==> src/rtl/dsm_pkg.sv <==
package dsm_pkg;

  localparam int unsigned PAT_MAX_DEF = 16;

  localparam logic [7:0] CH_ANY  = 8'h2E;
  localparam logic [7:0] CH_STAR = 8'h2A;

  typedef enum logic [1:0] {
    MODE_CLEAR   = 2'd0,
    MODE_PATTERN = 2'd1,
    MODE_TEXT    = 2'd2,
    MODE_END     = 2'd3
  } mode_e;

  typedef enum logic [2:0] {
    OP_IDLE  = 3'd0,
    OP_CLEAR = 3'd1,
    OP_WRITE = 3'd2,
    OP_STAR  = 3'd3,
    OP_TEXT  = 3'd4,
    OP_ARM   = 3'd5
  } cell_op_e;

  typedef struct packed {
    cell_op_e   op;
    logic [7:0] ch;
  } cell_cmd_t;

  typedef struct packed {
    logic carry;
    logic adv;
  } cell_link_t;

endpackage

==> src/rtl/dsm_cell.sv <==
module dsm_cell #(
  parameter bit FIRST = 1'b0
) (
  input  logic               clk_i,
  input  logic               rst_ni,
  input  dsm_pkg::cell_cmd_t cmd_i,
  input  logic               wr_sel_i,
  input  logic               star_sel_i,
  input  dsm_pkg::cell_link_t link_i,
  output dsm_pkg::cell_link_t link_o,
  output logic               closure_o,
  output logic               starred_o
);

  logic [7:0] char_q, char_d;
  logic       star_q, star_d;
  logic       used_q, used_d;
  logic       act_q, act_d;
  logic       closure;
  logic       hit;

  assign closure = act_q | link_i.carry;
  assign hit     = used_q & ((char_q == cmd_i.ch) | (char_q == dsm_pkg::CH_ANY));

  assign link_o.carry = closure & star_q;
  assign link_o.adv   = hit & closure & ~star_q;
  assign closure_o    = closure;
  assign starred_o    = star_q;

  always_comb begin
    char_d = char_q;
    star_d = star_q;
    used_d = used_q;
    act_d  = act_q;
    case (cmd_i.op)
      dsm_pkg::OP_CLEAR: begin
        star_d = 1'b0;
        used_d = 1'b0;
        act_d  = FIRST;
      end
      dsm_pkg::OP_WRITE: begin
        if (wr_sel_i) begin
          char_d = cmd_i.ch;
          star_d = 1'b0;
          used_d = 1'b1;
        end
      end
      dsm_pkg::OP_STAR: begin
        if (star_sel_i) begin
          star_d = 1'b1;
        end
      end
      dsm_pkg::OP_TEXT: begin
        act_d = (hit & closure & star_q) | link_i.adv;
      end
      dsm_pkg::OP_ARM: begin
        act_d = FIRST;
      end
      default: begin
      end
    endcase
  end

  always_ff @(posedge clk_i) begin
    char_q <= char_d;
  end

  always_ff @(posedge clk_i or negedge rst_ni) begin
    if (!rst_ni) begin
      star_q <= 1'b0;
      used_q <= 1'b0;
      act_q  <= FIRST;
    end else begin
      star_q <= star_d;
      used_q <= used_d;
      act_q  <= act_d;
    end
  end

endmodule

==> src/rtl/dot_star_pattern_matcher_top.sv <==
// The result of an end-of-text word is registered and valid in the cycle after the word is accepted.
// Throughput: one word per cycle; an end-of-text word waits only while an unread result is held.
// The per-byte update ripples the skip over starred elements through the row of cells.
// Reset is asynchronous and active low; it empties the pattern and arms position zero.
// A clear-job word does the same at run time; no clearing pass is needed.
module dot_star_pattern_matcher_top #(
  parameter int unsigned PAT_MAX = dsm_pkg::PAT_MAX_DEF
) (
  input  logic       clk_i,
  input  logic       rst_ni,
  input  logic       in_valid_i,
  output logic       in_ready_o,
  input  logic [1:0] mode_i,
  input  logic [7:0] char_code_i,
  output logic       out_valid_o,
  input  logic       out_ready_i,
  output logic       matched_o,
  output logic       overflow_o
);

  localparam int unsigned CW = $clog2(PAT_MAX + 1);

  dsm_pkg::mode_e      mode;
  dsm_pkg::cell_cmd_t  cmd;
  dsm_pkg::cell_link_t links [PAT_MAX+1];

  logic [CW-1:0]      count_q, count_d;
  logic               ovf_q, ovf_d;
  logic               tail_q, tail_d;
  logic               out_valid_q, out_valid_d;
  logic               matched_q, matched_d;
  logic               ovf_out_q, ovf_out_d;
  logic [PAT_MAX-1:0] wr_sel, star_sel, starred;
  logic [PAT_MAX:0]   closure;
  logic               last_starred;
  logic               in_acc;
  logic               out_free;

  assign mode     = dsm_pkg::mode_e'(mode_i);
  assign out_free = ~out_valid_q | out_ready_i;
  assign in_ready_o = (mode != dsm_pkg::MODE_END) | out_free;
  assign in_acc   = in_valid_i & in_ready_o;

  assign links[0].carry = 1'b0;
  assign links[0].adv   = 1'b0;

  for (genvar i = 0; i < PAT_MAX; i++) begin : g_cell
    assign wr_sel[i]   = (count_q == CW'(i));
    assign star_sel[i] = (count_q == CW'(i + 1));

    dsm_cell #(
      .FIRST(i == 0)
    ) u_cell (
      .clk_i      (clk_i),
      .rst_ni     (rst_ni),
      .cmd_i      (cmd),
      .wr_sel_i   (wr_sel[i]),
      .star_sel_i (star_sel[i]),
      .link_i     (links[i]),
      .link_o     (links[i+1]),
      .closure_o  (closure[i]),
      .starred_o  (starred[i])
    );
  end

  assign closure[PAT_MAX] = tail_q | links[PAT_MAX].carry;
  assign last_starred     = |(starred & star_sel);

  always_comb begin
    cmd.op  = dsm_pkg::OP_IDLE;
    cmd.ch  = char_code_i;
    count_d = count_q;
    ovf_d   = ovf_q;
    if (in_acc) begin
      case (mode)
        dsm_pkg::MODE_CLEAR: begin
          cmd.op  = dsm_pkg::OP_CLEAR;
          count_d = '0;
          ovf_d   = 1'b0;
        end
        dsm_pkg::MODE_PATTERN: begin
          if (!ovf_q) begin
            if (char_code_i == dsm_pkg::CH_STAR && count_q != '0 && !last_starred) begin
              cmd.op = dsm_pkg::OP_STAR;
            end else if (count_q == CW'(PAT_MAX)) begin
              ovf_d = 1'b1;
            end else begin
              cmd.op  = dsm_pkg::OP_WRITE;
              count_d = count_q + CW'(1);
            end
          end
        end
        dsm_pkg::MODE_TEXT: begin
          cmd.op = dsm_pkg::OP_TEXT;
        end
        dsm_pkg::MODE_END: begin
          cmd.op = dsm_pkg::OP_ARM;
        end
        default: begin
        end
      endcase
    end
  end

  always_comb begin
    tail_d = tail_q;
    case (cmd.op)
      dsm_pkg::OP_CLEAR, dsm_pkg::OP_ARM: tail_d = 1'b0;
      dsm_pkg::OP_TEXT:                   tail_d = links[PAT_MAX].adv;
      default: begin
      end
    endcase
  end

  always_comb begin
    out_valid_d = out_valid_q;
    matched_d   = matched_q;
    ovf_out_d   = ovf_out_q;
    if (in_acc && mode == dsm_pkg::MODE_END) begin
      out_valid_d = 1'b1;
      matched_d   = closure[count_q] & ~ovf_q;
      ovf_out_d   = ovf_q;
    end else if (out_ready_i) begin
      out_valid_d = 1'b0;
    end
  end

  always_ff @(posedge clk_i or negedge rst_ni) begin
    if (!rst_ni) begin
      count_q     <= '0;
      ovf_q       <= 1'b0;
      tail_q      <= 1'b0;
      out_valid_q <= 1'b0;
    end else begin
      count_q     <= count_d;
      ovf_q       <= ovf_d;
      tail_q      <= tail_d;
      out_valid_q <= out_valid_d;
    end
  end

  always_ff @(posedge clk_i) begin
    matched_q <= matched_d;
    ovf_out_q <= ovf_out_d;
  end

  assign out_valid_o = out_valid_q;
  assign matched_o   = matched_q;
  assign overflow_o  = ovf_out_q;

  a_count_range: assert property (@(posedge clk_i) disable iff (!rst_ni)
    count_q <= CW'(PAT_MAX))
    else $error("element count beyond capacity");

  a_ovf_full: assert property (@(posedge clk_i) disable iff (!rst_ni)
    ovf_q |-> count_q == CW'(PAT_MAX))
    else $error("overflow set with free elements");

  a_no_match_on_ovf: assert property (@(posedge clk_i) disable iff (!rst_ni)
    out_valid_q |-> !(matched_q && ovf_out_q))
    else $error("match reported with overflow");

  a_end_result: assert property (@(posedge clk_i) disable iff (!rst_ni)
    (in_acc && mode == dsm_pkg::MODE_END) |=> out_valid_q)
    else $error("end word gave no result");

endmodule

==> config.mk <==
export PLATFORM = sky130hd
export DESIGN_NAME = dot_star_pattern_matcher_top
export DESIGN_NICKNAME = d
export VERILOG_FILES = /design/src/rtl/dsm_pkg.sv /design/src/rtl/dsm_cell.sv /design/src/rtl/dot_star_pattern_matcher_top.sv
export SDC_FILE = /design/constraint.sdc
export NUM_CORES = 1
export LEC_CHECK = 0
export CAP_MARGIN = 10
export CELL_PAD_IN_SITES_DETAIL_PLACEMENT = 0
export CELL_PAD_IN_SITES_GLOBAL_PLACEMENT = 1
export CORE_MARGIN = 8
export CORE_UTILIZATION = 48
export DETAILED_ROUTE_END_ITERATION = 7
export DONT_BUFFER_PORTS = 1
export PLACE_DENSITY_LB_ADDON = 0.1
export SYNTH_ARGS = -nofsm -noshare
export SYNTH_HDL_FRONTEND = slang
export SYNTH_SLANG_ARGS = --single-unit
==> constraint.sdc <==
create_clock -name clk_i -period 3.1 [get_ports clk_i]
set_input_delay 0.465 -clock clk_i [delete_from_list [all_inputs] [get_ports clk_i]]
set_output_delay 0.465 -clock clk_i [all_outputs]
set_load 0.03 [all_outputs]
==> flow_results.org <==
** Synthesis
- Count leader, synth :: sky130_fd_sc_hd__edfxtp_1
- Instance count of the mapped netlist :: 759
- Top cell type's share of synthesized area :: 0.418
- Largest cells by area after synthesis :: sky130_fd_sc_hd__edfxtp_1 42%, sky130_fd_sc_hd__dfrtp_1 15%, sky130_fd_sc_hd__xnor2_1 11%
- Post-synthesis compound-gate area fraction :: 0.125
- After synthesis, the share of flip-flops with an asynchronous set or reset is 0.301.
- The share of the Yosys chip area taken by registers is 0.568.
- FF+latch count, synth :: 186
- Mean cell area of the mapped netlist :: 12.3 sq um
- Proportion of synthesized area in mux cells :: 0.00751
- Xor/xnor cell area share of the yosys netlist :: 0.121
- By area, the combinational part of the netlist is dominated by simple AND/OR/NAND/NOR gates.
- Most frequent cells after synthesis :: 130 x sky130_fd_sc_hd__edfxtp_1, 113 x sky130_fd_sc_hd__xnor2_1, 55 x sky130_fd_sc_hd__dfrtp_1, 44 x sky130_fd_sc_hd__nand4_1, 34 x sky130_fd_sc_hd__nand2_1
- The synthesized netlist occupies a cell area of 0.00934 sq mm.
- Number of nets produced by synthesis :: 778
- Yosys mapped the design onto 78 distinct sky130hd cell types.
- The Yosys step of the flow raised 0 warnings.
- Of the total synthesized cell area, the portion taken by AND, OR, NAND and NOR gates is 0.139.
- Summed over all instances, the cell type with the most area after synthesis is sky130_fd_sc_hd__edfxtp_1.
- Count of flip-flops with a built-in enable after synthesis :: 130
- Of the total synthesized cell area, the portion taken by full adders, half adders and majority gates is 0.00670.
- In the synthesized netlist the dominant register cell turns out to be sky130_fd_sc_hd__edfxtp_1.

** Clock network
- Clock-pin slew was measured on the worst setup and hold paths at 0.07 ns.
- Clock tree from TritonCTS :: built
- CTS built an H-tree with a depth of 4.
- The later pin in the worst-skew pair is clocked with a latency of 0.43 ns.
- Cts bufs inserted :: 17
- CTS max path bufs :: 2
- Post-CTS repair timing setup buffer count :: 0
- Clock tree synthesis found a total of 186 sinks.
- CTS placed an instance of sky130_fd_sc_hd__clkbuf_16 at the clock tree root.

** Floorplanning
- Boundary Pins :: 18
- The die covers 0.0242 sq mm.
- Area of the placeable core :: 0.0193 sq mm
- In this run the core area contains 51 standard-cell rows.
- Die boundary height :: 155 microns
- Die Width :: 155 microns
- The initial utilization of the core area, before any placement, comes to 0.484.

** Pwr
- Dividing total power by cell area gives a power density of 525 mW/mm^2.
- The analysis attributes to cell leakage a power of 3.54 nW.
- The worst-case IR drop observed on VDD is 0.366 mV.

** Global routing
- Largest net degree at the start of global routing :: 57
- After global routing the overflow that remains totals 0.
- In the global route stage, overall resource usage came out at 0.192.
- The number of global-route vias before repair is 6,414.
- Global-route wire length before repair :: 35,800 microns
- The number of antenna violations at the first check in global routing was 0.

** Placement
- Routability Congestion :: 0.898
- Cell area after placement :: 0.00966 sq mm
- Post-detail-place hpwl :: 14,600 microns
- Port-buffer cells :: 0

** Detailed routing
- Remaining routing DRC violations :: 0
- Routed wire length per instance :: 21.5 microns
- The first routing iteration left 344 violations.
- Vias/cell :: 5.94
- The detail route stage leaves a number of antenna-violating nets equal to 0.
- The final layout contains routed wiring with a total length of 22,500 microns.
- Vias post-DR :: 6,221
- The first TritonRoute pass finished after 4 iterations.

** Setup path
- Maximum fanout along the worst path :: 10
- Reg-to-reg critical path endpoint :: g_cell[0].u_cell.char_q[7]$_DFFE_PP_
- Worst setup path category :: register to register
- Reg-to-reg slack, setup :: 0.34 ns
- The critical path goes through inv_2 > ha_1 > or4b_4 > and4_4 > nand4_4 > o21ai_4 > buf_4 > nor2_1.
- Worst EP arrival :: 2.82 ns
- The worst setup path is captured at a register.
- Among all stages on the critical path, the largest delay is contributed by sky130_fd_sc_hd__nor2_1.
- Buffers & Inverters on Critical Path :: 2
- The worst setup path is launched from a register.
- Among cell families on the critical path, the largest total delay comes from simple AND/OR/NAND/NOR gates.
- In this run the critical register-to-register path is launched from count_q[1]$_DFFE_PN0P_.
- The largest single stage delay on the critical path is 0.60 ns.
- The critical path runs through a total of 8 cells.
- For the worst setup path, the data required time is 3.16 ns.
- Measured in cells, the most critical reg-to-reg path has a length of 8.

** STA
- Final period utilization :: 0.890
- Accumulated negative setup slack :: 0 ns
- Setup repair after global routing missed its margin :: false
- The count of final hold-check violations came to 0.
- Count of pins over their slew limit :: 0
- For this run, the top clock speed supported by timing is 363 MHz.
- Setup violations remaining at the end of the flow were counted as 0.
- The worst pin sits at a relative slew slack of 0.478.
- Final critical path time including I/O delays and setup :: 2.76 ns
- Clock skew on the completed layout was measured at 0.00928 ns.
- The tightest hold path in the finished design has a slack of 0.126 ns.
- At the pin with the least slew margin, the transition time is 0.780 ns.

** Run
- Max-cap violation count :: 0

** Worst hold path
- The worst hold path terminates at g_cell[1].u_cell.char_q[0]$_DFFE_PP_.
- The worst hold path was traced through 0 stages.
- Beginning of the worst hold path :: char_code_i[0]
- Class of the tightest hold or removal check :: input pin to register

** Layout
- Number of diodes :: 0
- Final standard cell area without fillers :: 0.0103 sq mm
- In the final layout, the share of cells above drive strength 1 is 0.110.
- Post-layout net count :: 788
- Signed area change from the synthesized netlist to the final layout :: 10.4%

** Status
- The run finished with clean final reports.
worst reg2reg max path, delay by kind of cell (launching register included):
family | cells | cell delay, ns
AO/OA/AOI/OAI | 1 | 0.11
adder cells (fa/ha/maj) | 1 | 0.17
AND/OR/NAND/NOR | 4 | 1.38
buffers and inverters | 2 | 0.28
flip-flops | 1 | 0.44
registers in the layout, indices dropped and copies added, names as in the netlist:
register	cells
g_cell.u_cell.char_q	128
g_cell.u_cell.act_q	16
g_cell.u_cell.starred_o	16
g_cell.u_cell.used_q	16
count_q	5
matched_o	1
out_valid_o	1
overflow_o	1
ovf_q	1
tail_q	1
where the power goes:
part | internal [mW] | leakage, nW | switching [mW]
clock | 1.21 | 0.284 | 0.964
combinational | 0.209 | 1.32 | 0.261
sequential | 2.71 | 1.94 | 0.0517
worst max path at each step:
| stage | startpoint | end | slack, ns |
|---|---|---|---|
| 4_1_cts | count_q[1]$_DFFE_PN0P_ | g_cell[3].u_cell.char_q[4]$_DFFE_PP_ | 0.14 |
| 2_1_floorplan | count_q[0]$_DFFE_PN0P_ | g_cell[14].u_cell.char_q[0]$_DFFE_PP_ | 0.16 |
| 6_report | count_q[1]$_DFFE_PN0P_ | g_cell[0].u_cell.char_q[7]$_DFFE_PP_ | 0.34 |
| 3_3_place_gp | count_q[0]$_DFFE_PN0P_ | g_cell[3].u_cell.char_q[5]$_DFFE_PP_ | 0.26 |
| 5_1_grt | count_q[0]$_DFFE_PN0P_ | g_cell[0].u_cell.char_q[7]$_DFFE_PP_ | 0.16 |
| 3_5_place_dp | count_q[1]$_DFFE_PN0P_ | g_cell[3].u_cell.char_q[4]$_DFFE_PP_ | 0.16 |
layout by cell type (no fill, tap or decap), types with 18 or more instances in the layout:
cell type,count
sky130_fd_sc_hd__edfxtp_1,130
sky130_fd_sc_hd__xnor2_1,113
sky130_fd_sc_hd__dfrtp_1,55
sky130_fd_sc_hd__nand4_1,44
sky130_fd_sc_hd__nand2_1,34
sky130_fd_sc_hd__o21ai_0,29
sky130_fd_sc_hd__inv_1,24
sky130_fd_sc_hd__buf_4,24
sky130_fd_sc_hd__a21oi_1,19
sky130_fd_sc_hd__nor2_1,18
area by class of cell:
type,count,area [sq um]
fillers,1653,8970
inverters,25,93.8
flip-flops and latches,186,5310
clock inverters,13,160
repair buffers,28,243
well taps,265,332
clock buffers,19,433
multi-input cells,511,3740
routing by layer:
layer  part of all wire  track usage
met1               0.45        0.252
met3              0.041       0.0341
met2               0.49        0.318
met5                  0            0
met4              0.018       0.0661
logic make-up (layout without fill, tap and decap cells):
family	count (synthesis)	count (layout)
xor+xnor	129	129
flops	186	186
mux	4	4
fa+ha+maj	5	5
compound gates	161	161
simple gates	212	212
buf+inv	62	85
metrics by stage:
| stage | total power [mW] | setup slack [ns] | util | instances |
|---|---|---|---|---|
| global route | 5.58 | 0.159 | 0.535 | 1047 |
| global placement | 3.26 | 0.255 | 0.501 | 1012 |
| finish | 5.41 | 0.342 | 0.535 | 1047 |
| CTS | 5.44 | 0.144 | 0.534 | 1046 |
| floorplan | 3.17 | 0.162 | - | 759 |
| detailed placement | 3.26 | 0.163 | 0.501 | 1012 |
timing repair:
action                                  4_1_cts  5_1_grt
resized for setup                             0        1
endpoints found under the hold margin        56        0
hold buffers                                  2        0
endpoints found under the setup margin        0        8
Power figures use the tool's default switching activity.
